## config.mk

```make
export PLATFORM = sky130hd
export DESIGN_NAME = sequence_read_statistics_unit
export DESIGN_NICKNAME = d
export VERILOG_FILES = /design/src/srs_pkg.sv /design/src/srs_front.sv /design/src/srs_fifo.sv /design/src/srs_back.sv /design/src/sequence_read_statistics_unit.sv
export SDC_FILE = /design/constraint.sdc
export NUM_CORES = 2
export LEC_CHECK = 0
export BUFFER_PORTS_ARGS = -buffer_cell sky130_fd_sc_hd__buf_2
export CORE_ASPECT_RATIO = 0.8
export CORE_UTILIZATION = 45
export CTS_BUF_LIST = sky130_fd_sc_hd__clkbuf_4 sky130_fd_sc_hd__clkbuf_8
export CTS_CLUSTER_SIZE = 8
export DETAILED_ROUTE_END_ITERATION = 8
export GPL_TIMING_DRIVEN = 0
export RECOVER_POWER = 100
export SLEW_MARGIN = 0
export SYNTH_ARGS = -nofsm -noshare
export SYNTH_HDL_FRONTEND = slang
export SYNTH_SLANG_ARGS = --single-unit
```

## constraint.sdc

```tcl
create_clock -name clk -period 8.8 [get_ports clk]
set_input_delay 0.44 -clock clk [delete_from_list [all_inputs] [get_ports clk]]
set_output_delay 0.44 -clock clk [all_outputs]
set_load 0.01 [all_outputs]
```

## src/srs_pkg.sv

```systemverilog
// Shared types and constants for the sequence read statistics unit.
package srs_pkg;

  localparam int LEN_W       = 32;
  localparam int BASE_W      = 48;
  localparam int READ_W      = 32;
  localparam int WARN_W      = 16;
  localparam int QUEUE_DEPTH = 4;
  localparam int QPTR_W      = $clog2(QUEUE_DEPTH);

  localparam logic [7:0] CH_NL   = 8'd10;
  localparam logic [7:0] CH_AT   = 8'd64;
  localparam logic [7:0] CH_GT   = 8'd62;
  localparam logic [7:0] CH_PLUS = 8'd43;

  localparam logic ACT_DATA = 1'b0;
  localparam logic ACT_END  = 1'b1;

  typedef struct packed {
    logic       action;
    logic [7:0] data_byte;
  } in_word_t;

  typedef struct packed {
    logic [READ_W-1:0] read_count;
    logic [BASE_W-1:0] base_count;
    logic [LEN_W-1:0]  shortest_read;
    logic [LEN_W-1:0]  longest_read;
    logic [WARN_W-1:0] warning_count;
  } out_word_t;

  // One finished line, or end of stream with an optional unterminated line.
  typedef struct packed {
    logic             eos;
    logic             has_line;
    logic             is_at;
    logic             is_gt;
    logic             plus_only;
    logic [LEN_W-1:0] len;
  } line_evt_t;

endpackage

```

## src/srs_front.sv

```systemverilog
// Front end: takes bytes, tracks the open line and emits line events.
module srs_front (
  input  logic             clk,
  input  logic             rst_n,
  input  logic             push,
  output logic             full,
  input  srs_pkg::in_word_t in_data,
  input  logic             q_full,
  output logic             evt_valid,
  output srs_pkg::line_evt_t evt
);
  import srs_pkg::*;

  logic             at_start_r, at_start_nxt;
  logic [7:0]       first_r, first_nxt;
  logic [LEN_W-1:0] len_r, len_nxt;
  logic             acc;
  logic             is_end;
  logic             is_nl;

  assign full   = q_full;
  assign acc    = push && !q_full;
  assign is_end = (in_data.action == ACT_END);
  assign is_nl  = (in_data.data_byte == CH_NL);

  always_comb begin
    evt.eos       = is_end;
    evt.has_line  = is_end ? !at_start_r : 1'b1;
    evt.is_at     = !at_start_r && (first_r == CH_AT);
    evt.is_gt     = !at_start_r && (first_r == CH_GT);
    evt.plus_only = !at_start_r && (first_r == CH_PLUS) && (len_r == LEN_W'(1));
    evt.len       = len_r;
    evt_valid     = acc && (is_end || is_nl);
  end

  always_comb begin
    at_start_nxt = at_start_r;
    first_nxt    = first_r;
    len_nxt      = len_r;
    if (acc) begin
      if (is_end || is_nl) begin
        at_start_nxt = 1'b1;
        first_nxt    = '0;
        len_nxt      = '0;
      end else begin
        if (at_start_r) begin
          first_nxt    = in_data.data_byte;
          at_start_nxt = 1'b0;
        end
        // hold at all ones
        if (!(&len_r)) begin
          len_nxt = len_r + LEN_W'(1);
        end
      end
    end
  end

  always_ff @(posedge clk) begin
    if (!rst_n) begin
      at_start_r <= 1'b1;
      first_r    <= '0;
      len_r      <= '0;
    end else begin
      at_start_r <= at_start_nxt;
      first_r    <= first_nxt;
      len_r      <= len_nxt;
    end
  end

endmodule

```

## src/srs_fifo.sv

```systemverilog
// Short queue of line events between the front and back ends.
module srs_fifo (
  input  logic               clk,
  input  logic               rst_n,
  input  logic               wr_en,
  input  srs_pkg::line_evt_t wr_data,
  output logic               full,
  input  logic               rd_en,
  output srs_pkg::line_evt_t rd_data,
  output logic               empty
);
  import srs_pkg::*;

  line_evt_t         mem_r [QUEUE_DEPTH];
  logic [QPTR_W-1:0] wptr_r, wptr_nxt;
  logic [QPTR_W-1:0] rptr_r, rptr_nxt;
  logic [QPTR_W:0]   cnt_r, cnt_nxt;
  logic              do_wr;
  logic              do_rd;

  assign full    = (cnt_r == (QPTR_W+1)'(QUEUE_DEPTH));
  assign empty   = (cnt_r == '0);
  assign do_wr   = wr_en && !full;
  assign do_rd   = rd_en && !empty;
  assign rd_data = mem_r[rptr_r];

  always_comb begin
    wptr_nxt = do_wr ? wptr_r + QPTR_W'(1) : wptr_r;
    rptr_nxt = do_rd ? rptr_r + QPTR_W'(1) : rptr_r;
    cnt_nxt  = cnt_r;
    if (do_wr && !do_rd) begin
      cnt_nxt = cnt_r + (QPTR_W+1)'(1);
    end else if (do_rd && !do_wr) begin
      cnt_nxt = cnt_r - (QPTR_W+1)'(1);
    end
  end

  always_ff @(posedge clk) begin
    if (do_wr) begin
      mem_r[wptr_r] <= wr_data;
    end
  end

  always_ff @(posedge clk) begin
    if (!rst_n) begin
      wptr_r <= '0;
      rptr_r <= '0;
      cnt_r  <= '0;
    end else begin
      wptr_r <= wptr_nxt;
      rptr_r <= rptr_nxt;
      cnt_r  <= cnt_nxt;
    end
  end

endmodule

```

## src/srs_back.sv

```systemverilog
// Back end: applies line events to the read statistics and holds the result.
module srs_back (
  input  logic                clk,
  input  logic                rst_n,
  input  logic                evt_valid,
  input  srs_pkg::line_evt_t  evt,
  output logic                evt_pop,
  output logic                empty,
  input  logic                pop,
  output srs_pkg::out_word_t  out_data
);
  import srs_pkg::*;

  typedef enum logic [1:0] {FMT_NONE, FMT_FASTA, FMT_FASTQ} fmt_t;
  typedef enum logic [1:0] {PH_HDR, PH_SEQ, PH_QUAL} phase_t;

  fmt_t              fmt_r, fmt_nxt;
  phase_t            ph_r, ph_nxt;
  logic [LEN_W-1:0]  rlen_r, rlen_nxt;
  logic [LEN_W-1:0]  qrem_r, qrem_nxt;
  logic              chk_r, chk_nxt;
  logic [READ_W-1:0] reads_r, reads_nxt;
  logic [BASE_W-1:0] bases_r, bases_nxt;
  logic [LEN_W-1:0]  min_r, min_nxt;
  logic [LEN_W-1:0]  max_r, max_nxt;
  logic [WARN_W-1:0] warn_r, warn_nxt;
  logic              out_valid_r;
  out_word_t         out_data_r;
  out_word_t         result;
  logic              take;
  logic [BASE_W:0]   bsum;
  logic [LEN_W:0]    rsum;

  assign take     = evt_valid && (!evt.eos || !out_valid_r || pop);
  assign evt_pop  = take;
  assign empty    = !out_valid_r;
  assign out_data = out_data_r;

  always_comb begin
    fmt_nxt   = fmt_r;
    ph_nxt    = ph_r;
    rlen_nxt  = rlen_r;
    qrem_nxt  = qrem_r;
    chk_nxt   = chk_r;
    reads_nxt = reads_r;
    bases_nxt = bases_r;
    min_nxt   = min_r;
    max_nxt   = max_r;
    warn_nxt  = warn_r;
    bsum      = {1'b0, bases_r} + (BASE_W+1)'(evt.len);
    rsum      = {1'b0, rlen_r} + {1'b0, evt.len};
    result    = '0;

    if (take && evt.has_line) begin
      unique case (fmt_r)
        FMT_NONE: begin
          if (!(&reads_r)) reads_nxt = reads_r + READ_W'(1);
          rlen_nxt = '0;
          if (evt.is_at) begin
            fmt_nxt = FMT_FASTQ;
            ph_nxt  = PH_SEQ;
          end else begin
            fmt_nxt = FMT_FASTA;
          end
        end
        FMT_FASTA: begin
          if (evt.is_gt) begin
            if (!(&reads_r)) reads_nxt = reads_r + READ_W'(1);
            if (rlen_r < min_nxt) min_nxt = rlen_r;
            if (rlen_r > max_nxt) max_nxt = rlen_r;
            rlen_nxt = '0;
          end else begin
            bases_nxt = bsum[BASE_W] ? '1 : bsum[BASE_W-1:0];
            rlen_nxt  = rsum[LEN_W] ? '1 : rsum[LEN_W-1:0];
          end
        end
        default: begin
          unique case (ph_r)
            PH_HDR: begin
              if (chk_r && !evt.is_at && !(&warn_r)) warn_nxt = warn_r + WARN_W'(1);
              chk_nxt = 1'b0;
              if (!(&reads_r)) reads_nxt = reads_r + READ_W'(1);
              ph_nxt = PH_SEQ;
            end
            PH_SEQ: begin
              if (evt.plus_only) begin
                qrem_nxt = rlen_r;
                ph_nxt   = PH_QUAL;
              end else begin
                bases_nxt = bsum[BASE_W] ? '1 : bsum[BASE_W-1:0];
                rlen_nxt  = rsum[LEN_W] ? '1 : rsum[LEN_W-1:0];
              end
            end
            default: begin
              if (evt.len >= qrem_r) begin
                qrem_nxt = '0;
                if (rlen_r < min_nxt) min_nxt = rlen_r;
                if (rlen_r > max_nxt) max_nxt = rlen_r;
                rlen_nxt = '0;
                chk_nxt  = 1'b1;
                ph_nxt   = PH_HDR;
              end else begin
                qrem_nxt = qrem_r - evt.len;
              end
            end
          endcase
        end
      endcase
    end

    if (take && evt.eos) begin
      // close the open read, then start over for the next stream
      if (fmt_nxt == FMT_FASTA || (fmt_nxt == FMT_FASTQ && ph_nxt == PH_QUAL)) begin
        if (rlen_nxt < min_nxt) min_nxt = rlen_nxt;
        if (rlen_nxt > max_nxt) max_nxt = rlen_nxt;
      end
      result.read_count    = reads_nxt;
      result.base_count    = bases_nxt;
      result.shortest_read = min_nxt;
      result.longest_read  = max_nxt;
      result.warning_count = warn_nxt;
      fmt_nxt   = FMT_NONE;
      ph_nxt    = PH_HDR;
      rlen_nxt  = '0;
      qrem_nxt  = '0;
      chk_nxt   = 1'b0;
      reads_nxt = '0;
      bases_nxt = '0;
      min_nxt   = '1;
      max_nxt   = '0;
      warn_nxt  = '0;
    end
  end

  always_ff @(posedge clk) begin
    if (!rst_n) begin
      fmt_r   <= FMT_NONE;
      ph_r    <= PH_HDR;
      rlen_r  <= '0;
      qrem_r  <= '0;
      chk_r   <= 1'b0;
      reads_r <= '0;
      bases_r <= '0;
      min_r   <= '1;
      max_r   <= '0;
      warn_r  <= '0;
    end else begin
      fmt_r   <= fmt_nxt;
      ph_r    <= ph_nxt;
      rlen_r  <= rlen_nxt;
      qrem_r  <= qrem_nxt;
      chk_r   <= chk_nxt;
      reads_r <= reads_nxt;
      bases_r <= bases_nxt;
      min_r   <= min_nxt;
      max_r   <= max_nxt;
      warn_r  <= warn_nxt;
    end
  end

  always_ff @(posedge clk) begin
    if (!rst_n) begin
      out_valid_r <= 1'b0;
    end else if (take && evt.eos) begin
      out_valid_r <= 1'b1;
    end else if (pop && out_valid_r) begin
      out_valid_r <= 1'b0;
    end
  end

  always_ff @(posedge clk) begin
    if (take && evt.eos) begin
      out_data_r <= result;
    end
  end

endmodule

```

## src/sequence_read_statistics_unit.sv

```systemverilog
// Sequence read statistics unit: FASTA/FASTQ byte stream in, one summary word out.
// Takes one byte word per cycle while full is low. A word with action set ends the
// stream; its summary (read and base counts, shortest and longest read, FASTQ
// warnings) shows on out_data once the line event, written to the four-entry
// queue when that word is accepted, is taken by the back end's statistics update,
// which loads the summary register; an earlier summary must be popped first.
// full rises only when that queue is full, which happens only while an end of
// stream event waits behind a summary that has not been popped and more lines
// end; the back end otherwise retires one line event per cycle.
// The unit then starts over from its reset state for the next stream.
module sequence_read_statistics_unit (
  input  logic               clk,
  input  logic               rst_n,
  input  logic               push,
  output logic               full,
  input  srs_pkg::in_word_t  in_data,
  output logic               empty,
  input  logic               pop,
  output srs_pkg::out_word_t out_data
);
  import srs_pkg::*;

  logic      evt_valid;
  line_evt_t evt_in;
  line_evt_t evt_out;
  logic      q_full;
  logic      q_empty;
  logic      q_pop;

  srs_front u_front (
    .clk      (clk),
    .rst_n    (rst_n),
    .push     (push),
    .full     (full),
    .in_data  (in_data),
    .q_full   (q_full),
    .evt_valid(evt_valid),
    .evt      (evt_in)
  );

  srs_fifo u_fifo (
    .clk    (clk),
    .rst_n  (rst_n),
    .wr_en  (evt_valid),
    .wr_data(evt_in),
    .full   (q_full),
    .rd_en  (q_pop),
    .rd_data(evt_out),
    .empty  (q_empty)
  );

  srs_back u_back (
    .clk      (clk),
    .rst_n    (rst_n),
    .evt_valid(!q_empty),
    .evt      (evt_out),
    .evt_pop  (q_pop),
    .empty    (empty),
    .pop      (pop),
    .out_data (out_data)
  );

endmodule

```

==> summary.md <==
| Metric | Value |
|---|---|
| Fmax | 119 MHz |
| Synth Register Bits | 588 |
| Mux contribution to synthesized area | 6.15% |
| Final Util | 51.4% |
| DRT iter0 DRCs | 2464 |
| Non-Filler Instances | 4387 |
| Placeable Area | 0.0691 mm^2 |
| Post-synth ARST share | 0% |
| Ratio of cells with drive above 1 in the final layout | 7.89% |
| Relative slew slack | -91.6% |
| Cells after Synth | 3089 |
| Area of the multi-input gates | 0.0155 mm^2 |
| Largest area contributor in the netlist | edfxtp_1 |
| Synth Area in Compound Gates | 14.9% |
| Crit Path Class | register to register |
| Initial antenna violation count | 3 |
| Area share of and/or/nand/nor cells after synthesis | 14.6% |
| Top cells by area, synth | edfxtp_1, dfxtp_1, ha_1, a21oi_1, nor2_1 |
| Hold Crit Class | input pin to register |
| DR WL/cell | 22.9 um |
| FP Rows | 86 |
| Synth Flop Type | edfxtp_1 |
| Worst slew pin tran | 2.86 ns |
| Cts bufs inserted | 96 |
| Post-Route WL | 101 mm |
| Hold Vio Cnt, Final | 0 |
| Synthesized area | 0.0315 mm^2 |
| Die ar. | 0.0712 mm^2 |
| Chip height | 239 um |
| Adder-cell share of the synthesized area | 9.42% |
| # setup viols final | 0 |
| Largest family of logic cells by synthesized area | compound AO/OA/AOI/OAI gates |
| Worst Skew | 0.0414 ns |
| Mapped Nets | 3337 |
| PD cells | 273 mW/mm^2 |
| Sink Count | 588 |
| Max_cap viols | 5 |
| Worst EP arrival | 8.95 ns |
| Total number of vias | 25500 |
| Peak supply drop | 0.000178 V |
| Clk_lat worst skew | 0.73 ns |
| CTS tree | built |
| EDFF count, synth | 308 |
| Pre-antenna DRT Iters | 6 |
| P_leak | 14.9 nW |
| Worst r2r dst | u_back.out_data[48] |
| Hold_sp | push |
| Hold path cells | 3 |
| Critical Path Fanout Max | 10 |
| Drt drc | 0 |
| Hold endpoint | u_front.at_start_r |
| Yosys Warn Count | 0 |
| Global-route wire length before repair | 148 mm |
| CTS max path bufs | 3 |
| IO Port Bufs | 174 |
| Filler instances | 6452 |
| Placed cell count | 4192 |
| Register area share after synthesis | 47.1% |
| Pwr Total | 9.68 mW |
| Worst setup SP type | register |
| Vias in the first global route | 24300 |
| Vias per cell | 5.81 |
| Violated checks | capacitance limit, slew limit |
| CP endpoint kind | register |
| Minimum clock period | 8.42 ns |
| CTS Root Cell | clkbuf_8 |
| Die width | 298 um |
| GRT busiest layer | met1 |
| Final instance area | 0.0355 mm^2 |
| Syn avg cell area | 10.2 um^2 |
| CTS H-Tree Depth | 3 |
| Area Overhead vs Synth | 12.6% |
| DP Area | 0.0337 mm^2 |
| RePlAce Congestion | 0.930 |
| IO Pins | 175 |
| Total track usage | 27.6% |
| Met1 usage | 41.7% |
| Yosys cell types | 86 |
| GR Util met2 | 39.9% |
| Global routing usage on met3 | 5.10% |
| R2r setup slk | 0.38 ns |
| Initial core utilization | 45.7% |
| Register area | 0.0149 mm^2 |
| CP required | 9.33 ns |
| Post-Synth XOR/XNOR Area | 4.08% |
| Final ANT Viol Nets | 0 |
| Largest net degree at the start of global routing | 105 |
| Total gr overflow | 0 |
| Crit share post-route | 95.7% |
| Share of the synthesized area in the top cell type | 29.3% |
| Min Hold Slack | 0.148 ns |
| FF-to-FF path depth | 26 |
| Final nets | 3625 |
| Status | finished with violations |
| Register clock-pin slew on the reported worst setup and hold paths | 0.06 ns |
| Fin. max-slew vios | 233 |
| Dpl hpwl | 74.7 mm |
-- report_power, final --
part,total (mW),switching [mW],internal [mW]
sequential,3.58,0.170,3.41
combinational,3.56,2.46,1.10
clock,2.54,1.13,1.42
-- registers in the layout, indices dropped and copies added (netlist names), named ones only --
register            count
u_fifo.rptr_r           2
u_front.at_start_r      1
u_back.fmt_r            2
u_back.min_r           32
u_back.warn_r          16
u_fifo.mem_r          148
u_front.first_r         8
u_back.chk_r            1
u_back.bases_r         48
u_back.out_valid_r      1
u_back.max_r           32
u_back.rlen_r          32
u_back.qrem_r          32
u_back.ph_r             2
u_back.out_data       160
u_front.len_r          32
u_back.reads_r         32
u_fifo.wptr_r           2
u_fifo.cnt_r            3
-- cells in the mapped netlist, types with 6 or more instances --
library cell	number
edfxtp_1	308
nor2_1	295
dfxtp_1	280
a21oi_1	262
nand2_1	238
ha_1	231
inv_1	169
o21ai_0	123
mux2i_1	96
a21o_1	92
clkbuf_1	89
and2_1	87
xnor2_1	82
nand3_1	65
xor2_1	65
nand4_1	56
mux4_2	37
nor2b_1	37
nor3_1	36
a31oi_1	31
and3_1	30
a211oi_1	24
nor4_1	24
a221oi_1	23
a22oi_1	21
o21a_1	19
nand2b_1	17
and4_1	16
o211ai_1	15
or3_1	14
buf_2	13
a311oi_1	12
o311ai_0	12
o21bai_1	11
mux2_2	10
a211o_1	7
a21boi_0	7
o31ai_1	7
or4_1	7
o22a_1	6
-- stage by stage --
stage	TNS (ns)	setup slack, ns
finish	0	0.377
global route	-0.00320	-0.00215
CTS	0	0.0436
detailed placement	-7.33	-0.259
global placement	-1.79	-0.0936
floorplan	0	2.21
-- worst max path at each step --
stage             start                  end
2_1_floorplan  register  u_back.out_data[77]
3_3_place_gp   register  u_back.out_data[42]
3_5_place_dp   register  u_back.out_data[19]
4_1_cts        register  u_back.out_data[37]
5_1_grt        register  u_back.out_data[64]
6_report       register  u_back.out_data[48]
-- cell families after synthesis --
group / after synthesis
compound gates: 734
fa+ha+maj: 235
mux: 145
flops: 588
buf+inv: 287
xor+xnor: 147
simple gates: 953
-- metal layers --
layer	up-vias	part of all wire (%)
met5	-	0
met4	0	2.4
met3	159	8.5
met2	1042	41
met1	12300	48
li1	12000	-
-- cell type report --
class                      instances  share of cell area, %
tap                              924                   3.26
inverter                         169                   1.79
clock inverter                    20                  0.479
buffer                           118                   1.52
timing repair buffer             190                   2.23
sequential                       588                   41.8
clock buffer                     161                   5.32
antenna                            3                 0.0211
multi-input combinational       2214                   43.6
-- what timing repair did --
item	4_1_cts	5_1_grt
hold buffers	10	0
pin swaps	0	1
setup buffers	0	1
endpoints found under the setup margin	61	64
endpoints found under the hold margin	13	0
resized for setup	7	7
-- layout by cell type (no fill, tap or decap), types with 65 or more instances in the layout --
master,synthesis,layout
clkbuf_1,89,261
xnor2_1,82,82
nand2_1,238,239
o21ai_0,123,124
inv_1,169,168
edfxtp_1,308,308
nor2_1,295,297
nand3_1,65,65
a21o_1,92,92
xor2_1,65,65
clkbuf_8,0,109
dfxtp_1,280,280
a21oi_1,262,262
mux2i_1,96,96
ha_1,231,231
-- worst max-delay path, cell delays in order, from the launching register on --
cell	delay (ns)
dfxtp_1	0.30
buf_2	0.28
clkbuf_1	0.69
mux4_2	0.57
inv_1	0.08
ha_1	0.39
nand4_1	0.20
nor4b_1	0.54
nand3_1	0.18
o211ai_1	0.12
buf_4	0.20
buf_2	0.34
nand2_1	0.17
a21o_1	0.23
clkbuf_1	0.30
a221oi_1	0.82
inv_1	0.18
ha_1	0.35
nand2_1	0.07
nor2_1	0.21
nand3_1	0.15
nor3_1	0.56
o21ai_0	0.18
o21bai_1	0.27
o21ai_4	0.36
buf_8	0.23
mux2i_1	0.28
No activity file was read; power rests on OpenSTA's default activity.
